==> src/hdl/sorted_priority_queue_assert.svh <==
// assertion helpers shared by the queue rtl
`ifndef SORTED_PRIORITY_QUEUE_ASSERT_SVH
`define SORTED_PRIORITY_QUEUE_ASSERT_SVH

// same-cycle implication, checked on every rising clock edge outside reset
`define SPQ_ASSERT_NOW(label, ante, cons, msg) \
   label: assert property (@(posedge clock) disable iff (reset) (ante) |-> (cons)) \
      else $error(msg);

// next-cycle implication, checked on every rising clock edge outside reset
`define SPQ_ASSERT_NEXT(label, ante, cons, msg) \
   label: assert property (@(posedge clock) disable iff (reset) (ante) |=> (cons)) \
      else $error(msg);

`endif

==> src/hdl/spq_pkg.sv <==
package spq_pkg;

   // result status codes
   localparam logic [1:0] ST_INSERTED  = 2'd0;
   localparam logic [1:0] ST_REMOVED   = 2'd1;
   localparam logic [1:0] ST_OVERFLOW  = 2'd2;
   localparam logic [1:0] ST_UNDERFLOW = 2'd3;

   // operation codes carried in the mode field
   localparam logic MODE_ENQUEUE = 1'b0;
   localparam logic MODE_DEQUEUE = 1'b1;

   // capacity limit register
   localparam int         LIMIT_WIDTH = 5;
   localparam logic [4:0] LIMIT_RESET = 5'd16;

   // per-cycle command broadcast to every cell
   typedef struct packed {
      logic insert;
      logic remove;
   } spq_ctrl_type;

endpackage

==> src/hdl/spq_channels.sv <==
// request channel: one queue operation per transaction
interface spq_req_if #(
   parameter int DATA_WIDTH = 16,
   parameter int PRIO_WIDTH = 8
);
   logic                         valid;
   logic                         ready;
   logic                         mode;
   logic signed [DATA_WIDTH-1:0] data_in;
   logic [PRIO_WIDTH-1:0]        priority_in;

   modport source (output valid, mode, data_in, priority_in, input ready);
   modport sink   (input valid, mode, data_in, priority_in, output ready);
endinterface

// response channel: one result per transaction
interface spq_rsp_if #(
   parameter int DATA_WIDTH = 16,
   parameter int PRIO_WIDTH = 8,
   parameter int COUNT_WIDTH = 5
);
   logic                         valid;
   logic                         ready;
   logic [1:0]                   status;
   logic signed [DATA_WIDTH-1:0] data_out;
   logic [PRIO_WIDTH-1:0]        priority_out;
   logic [COUNT_WIDTH-1:0]       entries_held;

   modport source (output valid, status, data_out, priority_out, entries_held, input ready);
   modport sink   (input valid, status, data_out, priority_out, entries_held, output ready);
endinterface

==> src/hdl/sorted_priority_queue.sv <==
// Sorted priority queue, one row of shifting cells kept in ascending priority.
// Request channel (req_chan): mode 0 enqueues data_in with priority_in, mode 1
// dequeues the entry with the smallest priority; equal priorities leave in
// arrival order. Response channel (rsp_chan): one result per request with
// status (inserted, removed, overflow, underflow), the removed data and
// priority (zero otherwise) and the number of entries held afterwards.
// csr_wr_en/csr_wr_data write the capacity limit (capacity capped at DEPTH); write
// it only while no transaction is in flight.
// The result appears in the output register in the cycle after the request is
// accepted. Throughput: one request per cycle while results are taken, since
// every cell compares against the new priority and shifts in the same cycle.
// A stalled receiver holds the result; req_chan.ready stays high while the
// output register is empty or being emptied, so at most one result waits.
// Reset (synchronous) empties the queue, drops any pending result and sets
// the capacity limit to 16; the cell contents are not cleared.
`include "sorted_priority_queue_assert.svh"

module sorted_priority_queue import spq_pkg::*; #(
   parameter int DEPTH      = 16,
   parameter int DATA_WIDTH = 16,
   parameter int PRIO_WIDTH = 8
) (
   input  logic                   clock,
   input  logic                   reset,
   spq_req_if.sink                req_chan,
   spq_rsp_if.source              rsp_chan,
   input  logic                   csr_wr_en,
   input  logic [LIMIT_WIDTH-1:0] csr_wr_data
);

   localparam int COUNT_WIDTH = $clog2(DEPTH + 1);
   localparam int CMP_WIDTH   = (COUNT_WIDTH > LIMIT_WIDTH) ? COUNT_WIDTH : LIMIT_WIDTH;

   logic [LIMIT_WIDTH-1:0] limit_ff;
   logic [COUNT_WIDTH-1:0] count_ff, count_in;

   logic                   rsp_valid_ff;
   logic [1:0]             rsp_status_ff, rsp_status_in;
   logic [DATA_WIDTH-1:0]  rsp_data_ff, rsp_data_in;
   logic [PRIO_WIDTH-1:0]  rsp_prio_ff, rsp_prio_in;
   logic [COUNT_WIDTH-1:0] rsp_held_ff;

   logic         req_fire, full, empty;
   spq_ctrl_type ctrl;

   logic [PRIO_WIDTH-1:0] cell_prio  [DEPTH];
   logic [DATA_WIDTH-1:0] cell_data  [DEPTH];
   logic                  cell_gt    [DEPTH];

   // capacity limit register
   always_ff @(posedge clock) begin
      if (reset) begin
         limit_ff <= LIMIT_RESET;
      end else if (csr_wr_en) begin
         limit_ff <= csr_wr_data;
      end
   end

   // accept while the output register is free or being drained
   assign req_chan.ready = !rsp_valid_ff || rsp_chan.ready;
   assign req_fire       = req_chan.valid && req_chan.ready;

   assign full  = (count_ff >= COUNT_WIDTH'(DEPTH)) ||
                  (CMP_WIDTH'(count_ff) >= CMP_WIDTH'(limit_ff));
   assign empty = (count_ff == '0);

   assign ctrl.insert = req_fire && (req_chan.mode == MODE_ENQUEUE) && !full;
   assign ctrl.remove = req_fire && (req_chan.mode == MODE_DEQUEUE) && !empty;

   // row of cells, slot 0 holds the next entry to be served
   for (genvar i = 0; i < DEPTH; i++) begin : g_cell
      logic [PRIO_WIDTH-1:0] lp, rp;
      logic [DATA_WIDTH-1:0] ld, rd;
      logic                  lg;

      if (i == 0) begin : g_first
         assign lp = req_chan.priority_in;
         assign ld = req_chan.data_in;
         assign lg = 1'b0;
      end else begin : g_inner_left
         assign lp = cell_prio[i-1];
         assign ld = cell_data[i-1];
         assign lg = cell_gt[i-1];
      end

      if (i == DEPTH - 1) begin : g_last
         assign rp = cell_prio[i];
         assign rd = cell_data[i];
      end else begin : g_inner_right
         assign rp = cell_prio[i+1];
         assign rd = cell_data[i+1];
      end

      spq_cell #(
         .INDEX       (i),
         .COUNT_WIDTH (COUNT_WIDTH),
         .DATA_WIDTH  (DATA_WIDTH),
         .PRIO_WIDTH  (PRIO_WIDTH)
      ) u_cell (
         .clock      (clock),
         .ctrl       (ctrl),
         .count      (count_ff),
         .new_prio   (req_chan.priority_in),
         .new_data   (req_chan.data_in),
         .left_prio  (lp),
         .left_data  (ld),
         .left_gt    (lg),
         .right_prio (rp),
         .right_data (rd),
         .prio       (cell_prio[i]),
         .data       (cell_data[i]),
         .gt         (cell_gt[i])
      );
   end

   // fill count and result for the accepted transaction
   always_comb begin
      count_in      = count_ff;
      rsp_data_in   = '0;
      rsp_prio_in   = '0;
      if (req_chan.mode == MODE_ENQUEUE) begin
         rsp_status_in = full ? ST_OVERFLOW : ST_INSERTED;
         if (ctrl.insert) begin
            count_in = count_ff + 1'b1;
         end
      end else begin
         rsp_status_in = empty ? ST_UNDERFLOW : ST_REMOVED;
         if (ctrl.remove) begin
            count_in    = count_ff - 1'b1;
            rsp_data_in = cell_data[0];
            rsp_prio_in = cell_prio[0];
         end
      end
   end

   always_ff @(posedge clock) begin
      if (reset) begin
         count_ff <= '0;
      end else if (req_fire) begin
         count_ff <= count_in;
      end
   end

   // output register
   always_ff @(posedge clock) begin
      if (reset) begin
         rsp_valid_ff <= 1'b0;
      end else if (req_fire) begin
         rsp_valid_ff <= 1'b1;
      end else if (rsp_chan.ready) begin
         rsp_valid_ff <= 1'b0;
      end
   end

   always_ff @(posedge clock) begin
      if (req_fire) begin
         rsp_status_ff <= rsp_status_in;
         rsp_data_ff   <= rsp_data_in;
         rsp_prio_ff   <= rsp_prio_in;
         rsp_held_ff   <= count_in;
      end
   end

   assign rsp_chan.valid        = rsp_valid_ff;
   assign rsp_chan.status       = rsp_status_ff;
   assign rsp_chan.data_out     = rsp_data_ff;
   assign rsp_chan.priority_out = rsp_prio_ff;
   assign rsp_chan.entries_held = rsp_held_ff;

   // checks
   `SPQ_ASSERT_NOW(a_count_bound, 1'b1, count_ff <= COUNT_WIDTH'(DEPTH), "fill count above depth")
   `SPQ_ASSERT_NOW(a_head_sorted, count_ff >= COUNT_WIDTH'(2),
      cell_prio[0] <= cell_prio[1], "head cells out of order")
   `SPQ_ASSERT_NEXT(a_remove_count, ctrl.remove,
      count_ff == $past(count_ff) - 1'b1, "removal did not lower count")
   `SPQ_ASSERT_NEXT(a_insert_count, ctrl.insert,
      count_ff == $past(count_ff) + 1'b1, "insertion did not raise count")

endmodule

==> src/hdl/spq_cell.sv <==
module spq_cell import spq_pkg::*; #(
   parameter int INDEX       = 0,
   parameter int COUNT_WIDTH = 5,
   parameter int DATA_WIDTH  = 16,
   parameter int PRIO_WIDTH  = 8
) (
   input  logic                   clock,
   input  spq_ctrl_type           ctrl,
   input  logic [COUNT_WIDTH-1:0] count,
   input  logic [PRIO_WIDTH-1:0]  new_prio,
   input  logic [DATA_WIDTH-1:0]  new_data,
   input  logic [PRIO_WIDTH-1:0]  left_prio,
   input  logic [DATA_WIDTH-1:0]  left_data,
   input  logic                   left_gt,
   input  logic [PRIO_WIDTH-1:0]  right_prio,
   input  logic [DATA_WIDTH-1:0]  right_data,
   output logic [PRIO_WIDTH-1:0]  prio,
   output logic [DATA_WIDTH-1:0]  data,
   output logic                   gt
);

   logic [PRIO_WIDTH-1:0] prio_ff, prio_in;
   logic [DATA_WIDTH-1:0] data_ff, data_in;
   logic                  occupied;

   // slot holds a live entry when it lies below the fill count
   assign occupied = count > COUNT_WIDTH'(INDEX);
   // live entry that must move up to make room for the new one
   assign gt       = occupied && (prio_ff > new_prio);

   assign prio = prio_ff;
   assign data = data_ff;

   // shift up, take the new entry, shift down or hold
   always_comb begin
      prio_in = prio_ff;
      data_in = data_ff;
      if (ctrl.insert) begin
         if (left_gt) begin
            prio_in = left_prio;
            data_in = left_data;
         end else if (gt || !occupied) begin
            prio_in = new_prio;
            data_in = new_data;
         end
      end else if (ctrl.remove) begin
         prio_in = right_prio;
         data_in = right_data;
      end
   end

   always_ff @(posedge clock) begin
      prio_ff <= prio_in;
      data_ff <= data_in;
   end

endmodule
==> src/flat_wrapper.sv <==
// flat-port wrapper written by rule: the top's interface ports become plain ports
module sorted_priority_queue_flat import spq_pkg::*;
#(
   parameter int DEPTH      = 16,
   parameter int DATA_WIDTH = 16,
   parameter int PRIO_WIDTH = 8
)
  (clock, reset, csr_wr_en, csr_wr_data, req_chan_valid, req_chan_mode, req_chan_data_in, req_chan_priority_in, req_chan_ready, rsp_chan_valid, rsp_chan_status, rsp_chan_data_out, rsp_chan_priority_out, rsp_chan_entries_held, rsp_chan_ready);
  spq_req_if #(.DATA_WIDTH(DATA_WIDTH), .PRIO_WIDTH(PRIO_WIDTH)) req_chan_i ();
  spq_rsp_if #(.DATA_WIDTH(DATA_WIDTH), .PRIO_WIDTH(PRIO_WIDTH)) rsp_chan_i ();
  input  logic clock;
  input  logic reset;
  input  logic csr_wr_en;
  input  logic [LIMIT_WIDTH-1:0] csr_wr_data;
  input wire logic [$bits(req_chan_i.valid)-1:0] req_chan_valid;
  input wire logic [$bits(req_chan_i.mode)-1:0] req_chan_mode;
  input wire logic [$bits(req_chan_i.data_in)-1:0] req_chan_data_in;
  input wire logic [$bits(req_chan_i.priority_in)-1:0] req_chan_priority_in;
  output wire logic [$bits(req_chan_i.ready)-1:0] req_chan_ready;
  output wire logic [$bits(rsp_chan_i.valid)-1:0] rsp_chan_valid;
  output wire logic [$bits(rsp_chan_i.status)-1:0] rsp_chan_status;
  output wire logic [$bits(rsp_chan_i.data_out)-1:0] rsp_chan_data_out;
  output wire logic [$bits(rsp_chan_i.priority_out)-1:0] rsp_chan_priority_out;
  output wire logic [$bits(rsp_chan_i.entries_held)-1:0] rsp_chan_entries_held;
  input wire logic [$bits(rsp_chan_i.ready)-1:0] rsp_chan_ready;
  assign req_chan_i.valid = req_chan_valid;
  assign req_chan_i.mode = req_chan_mode;
  assign req_chan_i.data_in = req_chan_data_in;
  assign req_chan_i.priority_in = req_chan_priority_in;
  assign req_chan_ready = req_chan_i.ready;
  assign rsp_chan_valid = rsp_chan_i.valid;
  assign rsp_chan_status = rsp_chan_i.status;
  assign rsp_chan_data_out = rsp_chan_i.data_out;
  assign rsp_chan_priority_out = rsp_chan_i.priority_out;
  assign rsp_chan_entries_held = rsp_chan_i.entries_held;
  assign rsp_chan_i.ready = rsp_chan_ready;
  sorted_priority_queue #(.DEPTH(DEPTH), .DATA_WIDTH(DATA_WIDTH), .PRIO_WIDTH(PRIO_WIDTH)) u_core (.clock(clock), .reset(reset), .req_chan(req_chan_i), .rsp_chan(rsp_chan_i), .csr_wr_en(csr_wr_en), .csr_wr_data(csr_wr_data));
endmodule
==> config.mk <==
export PLATFORM = sky130hd
export DESIGN_NAME = sorted_priority_queue_flat
export DESIGN_NICKNAME = d
export VERILOG_FILES = /design/src/hdl/spq_pkg.sv /design/src/hdl/spq_channels.sv /design/src/hdl/sorted_priority_queue.sv /design/src/hdl/spq_cell.sv /design/src/flat_wrapper.sv
export VERILOG_INCLUDE_DIRS = /design/src /design/src/hdl
export SDC_FILE = /design/constraint.sdc
export NUM_CORES = 1
export LEC_CHECK = 0
export BUFFER_PORTS_ARGS = -buffer_cell sky130_fd_sc_hd__buf_2
export CORE_ASPECT_RATIO = 0.5
export CORE_UTILIZATION = 50
export DETAILED_ROUTE_END_ITERATION = 10
export PLACE_DENSITY = 0.69
export SYNTH_ARGS = -nofsm -noshare
export SYNTH_HDL_FRONTEND = slang
export SYNTH_SLANG_ARGS = --single-unit
==> constraint.sdc <==
create_clock -name clock -period 3.8 [get_ports clock]
set_input_delay 0.38 -clock clock [delete_from_list [all_inputs] [get_ports clock]]
set_output_delay 0.38 -clock clock [all_outputs]
set_load 0.02 [all_outputs]
==> results.json <==
{
  "path_cells": "inv_1 > ha_1 > or4b_1 > nand4_1 > nand2_1 > o21a_1 > buf_4",
  "r2r_slack_ns": 0.50,
  "cts.sinks": 426,
  "timing.final.crit_period_ns": 3.30,
  "htree_levels": 2,
  "post_cts_buffers": 0,
  "fin_area_um2": 27000,
  "placementRows": 56,
  "synth_seq_cells": 426,
  "wirelength_um": 62500,
  "die_w_um": 314,
  "status": "completed",
  "finClkSkew_ns": 0.0203,
  "path_class": "flip-flop to flip-flop",
  "ys.flop_type": "edfxtp_1",
  "relSlewSlack_pct": 25.7,
  "post-route-period-util_pct": 86.9,
  "post_dp_cell_area_um2": 25700,
  "cts_repair_resize_count": 0,
  "die-area_um2": 49500,
  "cts_tree": "yes",
  "dp.cells": 2818,
  "synthTopCellsByArea": "edfxtp_1 51%, mux2i_1 12%, ha_1 7.2%, nand2_1 4.9%, o21ai_0 4.1%",
  "cp.arrival_ns": 3.50,
  "ys_warn_count": 0,
  "path_clk_slew_ns": 0.06,
  "synth.distinct_cells": 63,
  "grt_use_total_pct": 25.2,
  "worstMarginPinSlew_ns": 1.12,
  "hold_viol_final": 0,
  "crit_path_max_fanout": 24,
  "grt_max_degree": 218,
  "synthArstFlopShare_pct": 0,
  "dieHeight_um": 158,
  "cts_buffers": 41,
  "nets": 2397,
  "power_density_nw_per_um2": 721,
  "clk_root_buffer_cell": "clkbuf_16",
  "endpoint_kind": "flip-flop",
  "synth_seq_area_share_pct": 52.2,
  "vias_per_cell": 6.03,
  "grt_pass1_wl_um": 96900,
  "yosysTopAreaCellShare_pct": 51.3,
  "antenna_found_initial": 1,
  "worst-endpoint-required_ns": 4.00,
  "syn-cell-area_um2": 24300,
  "start_kind": "flip-flop",
  "post_drt_wl_per_cell_um": 21.6,
  "fill_cells": 3990,
  "syn_area_per_cell_um2": 11.1,
  "setup-tns-final_ns": 0,
  "ir_drop_v": 0.000375,
  "p_leak_nw": 11.7,
  "firstDrtPassIters": 5,
  "dp_hpwl_um": 42400,
  "grt_pass1_vias": 17000,
  "synth-edff-count": 415,
  "syn2layout_area_growth_pct": 11.3,
  "vias": 17400,
  "cp_slowest_cell": "dfxtp_1",
  "max_freq_mhz": 303,
  "port_buffers": 67,
  "synth_top_area_cell": "edfxtp_1",
  "clk_latency_ns": 0.56,
  "place_congestion": 0.910,
  "drt_iter0_drc": 1643,
  "maxCapViolations": 0,
  "grt.overflow.total": 0,
  "final_cells": 2889,
  "netlist_instances": 2182,
  "final_max_slew_viol_count": 0,
  "cts_buffer_depth": 3,
  "drive_gt1_share_pct": 12.0,
  "rsz0062_at_grt": "no",
  "finalSetupViolCount": 0,
  "detail-route-antenna-nets": 0,
  "drc_errors": 0,
  "coreArea_um2": 47400,
  "power.total_w": 0.0195,
  "initial_core_util_pct": 51.3,
  "ios": 68,
  "postCtsHoldBufs": 0,
  "utilization_pct": 57.1,
  "slowest_delay_ns": 0.57,
  "hold_path.class": "input pin to flip-flop",
  "synth_nets": 2356
}
[cell usage in the layout, fill, tap and decap left out, types with 3 or more instances in the layout]
| master | n |
|---|---|
| edfxtp_1 | 415 |
| nand2_1 | 317 |
| mux2i_1 | 297 |
| o21ai_0 | 199 |
| nor2_1 | 140 |
| ha_1 | 139 |
| a21oi_1 | 137 |
| buf_2 | 67 |
| buf_4 | 53 |
| clkbuf_16 | 42 |
| o211ai_1 | 40 |
| and2_1 | 40 |
| inv_1 | 37 |
| nand3_1 | 35 |
| buf_12 | 29 |
| o21ai_1 | 27 |
| mux2_2 | 24 |
| nand4_1 | 21 |
| nor2b_1 | 16 |
| a211oi_1 | 16 |
| a31oi_1 | 13 |
| dfxtp_1 | 11 |
| and4_1 | 10 |
| o21ai_2 | 9 |
| o31ai_1 | 8 |
| clkinv_2 | 8 |
| a21boi_0 | 6 |
| clkinv_1 | 6 |
| nor3_1 | 5 |
| o31ai_4 | 5 |
| o311ai_0 | 5 |
| a41oi_2 | 5 |
| clkbuf_1 | 5 |
| a22oi_1 | 4 |
| nand4bb_1 | 4 |
| o311a_1 | 4 |
| bufinv_16 | 4 |
| clkinvlp_4 | 3 |
[per-layer routing]
metal | GRT usage (%) | wire [um]
met5 | 0 | 0
met4 | 6.02 | 1290
met3 | 3.14 | 3670
met2 | 42.3 | 29300
met1 | 34.8 | 28200
[cells in the mapped netlist (4+ instances only)]
cell and count:
edfxtp_1 415, nand2_1 317, mux2i_1 297, o21ai_0 199, nor2_1 141, ha_1 139, a21oi_1 137, buf_2 65
clkbuf_1 57, and2_1 40, o211ai_1 40, inv_1 37, nand3_1 35, o21ai_1 27, mux2_2 24, nand4_1 21
buf_6 17, nor2b_1 17, a211oi_1 16, a31oi_1 15, dfxtp_1 11, and4_1 10, buf_4 10, o21ai_2 9
o31ai_1 8, a41oi_1 7, a21boi_0 6, nor3_1 5, o311ai_0 5, a22oi_1 4, nand4bb_1 4, o311a_1 4
o31ai_4 4
[kinds of logic (layout without fill, tap and decap cells)]
group | after synthesis | in the layout | share of synthesized area (%)
XOR/XNOR | 3 | 3 | 0.139
buffers and inverters | 188 | 256 | 3.96
other | 0 | 1 | 0
multiplexers | 321 | 321 | 13.3
flip-flops | 426 | 426 | 52.2
AO/OA/AOI/OAI | 503 | 503 | 12.4
AND/OR/NAND/NOR | 602 | 602 | 10.8
adder cells (fa/ha/maj) | 139 | 139 | 7.16
[stage by stage]
stage	hold WS [ns]	setup WS (ns)
global route	0.0379	0.341
detailed placement	0.493	0.592
global placement	0.481	0.622
finish	0.0506	0.497
CTS	0.0292	0.612
floorplan	0.460	0.0570
[sequential cells by signal, indices dropped and copies added, names as in the netlist]
signal	cells
u_core.g_cell.u_cell.data	256
u_core.g_cell.u_cell.prio	128
u_core.rsp_chan.data_out	16
u_core.rsp_chan.priority_out	8
u_core.count_ff	5
u_core.limit_ff	5
u_core.rsp_chan.entries_held	5
u_core.rsp_chan.status	2
u_core.rsp_chan.valid	1
[report_power, final]
part | total (W) | switching (W) | internal, W
Clock | 0.00416 | 0.00186 | 0.00230
Combinational | 0.00672 | 0.00418 | 0.00254
Sequential | 0.00862 | 0.00107 | 0.00755
[area by class of cell]
type	instances	area (um^2)	area share, %
diodes	1	2.50	0.00925
multi-input cells	1568	10800	39.9
inverters	37	139	0.514
well taps	638	798	2.95
flip-flops and latches	426	12700	46.9
clock buffers	47	1070	3.96
clock inverters	23	241	0.893
repair buffers	149	1310	4.86
[worst max-delay path: cells and delay by family, from the launching register on]
kind / cells / cell delay (ns)
and+or+nand+nor: 3 / 1.37
DFF: 1 / 0.57
adders and majority gates: 1 / 0.22
buffers and inverters: 2 / 0.56
AOI/OAI and AO/OA: 1 / 0.17
[path summary, 6_finish.rpt]
kind	startpoint	endpoint	depth (start not counted)
worst min register to register	u_core.limit_ff[4]	u_core.limit_ff[4]	2
worst min-delay path	csr_wr_data[4]	u_core.limit_ff[4]	3
worst max register to register	u_core.count_ff[1]	u_core.g_cell[14].u_cell.data[5]	7
worst max-delay path	u_core.count_ff[1]	u_core.g_cell[14].u_cell.data[5]	7
No activity file was read; power rests on OpenSTA's default activity.
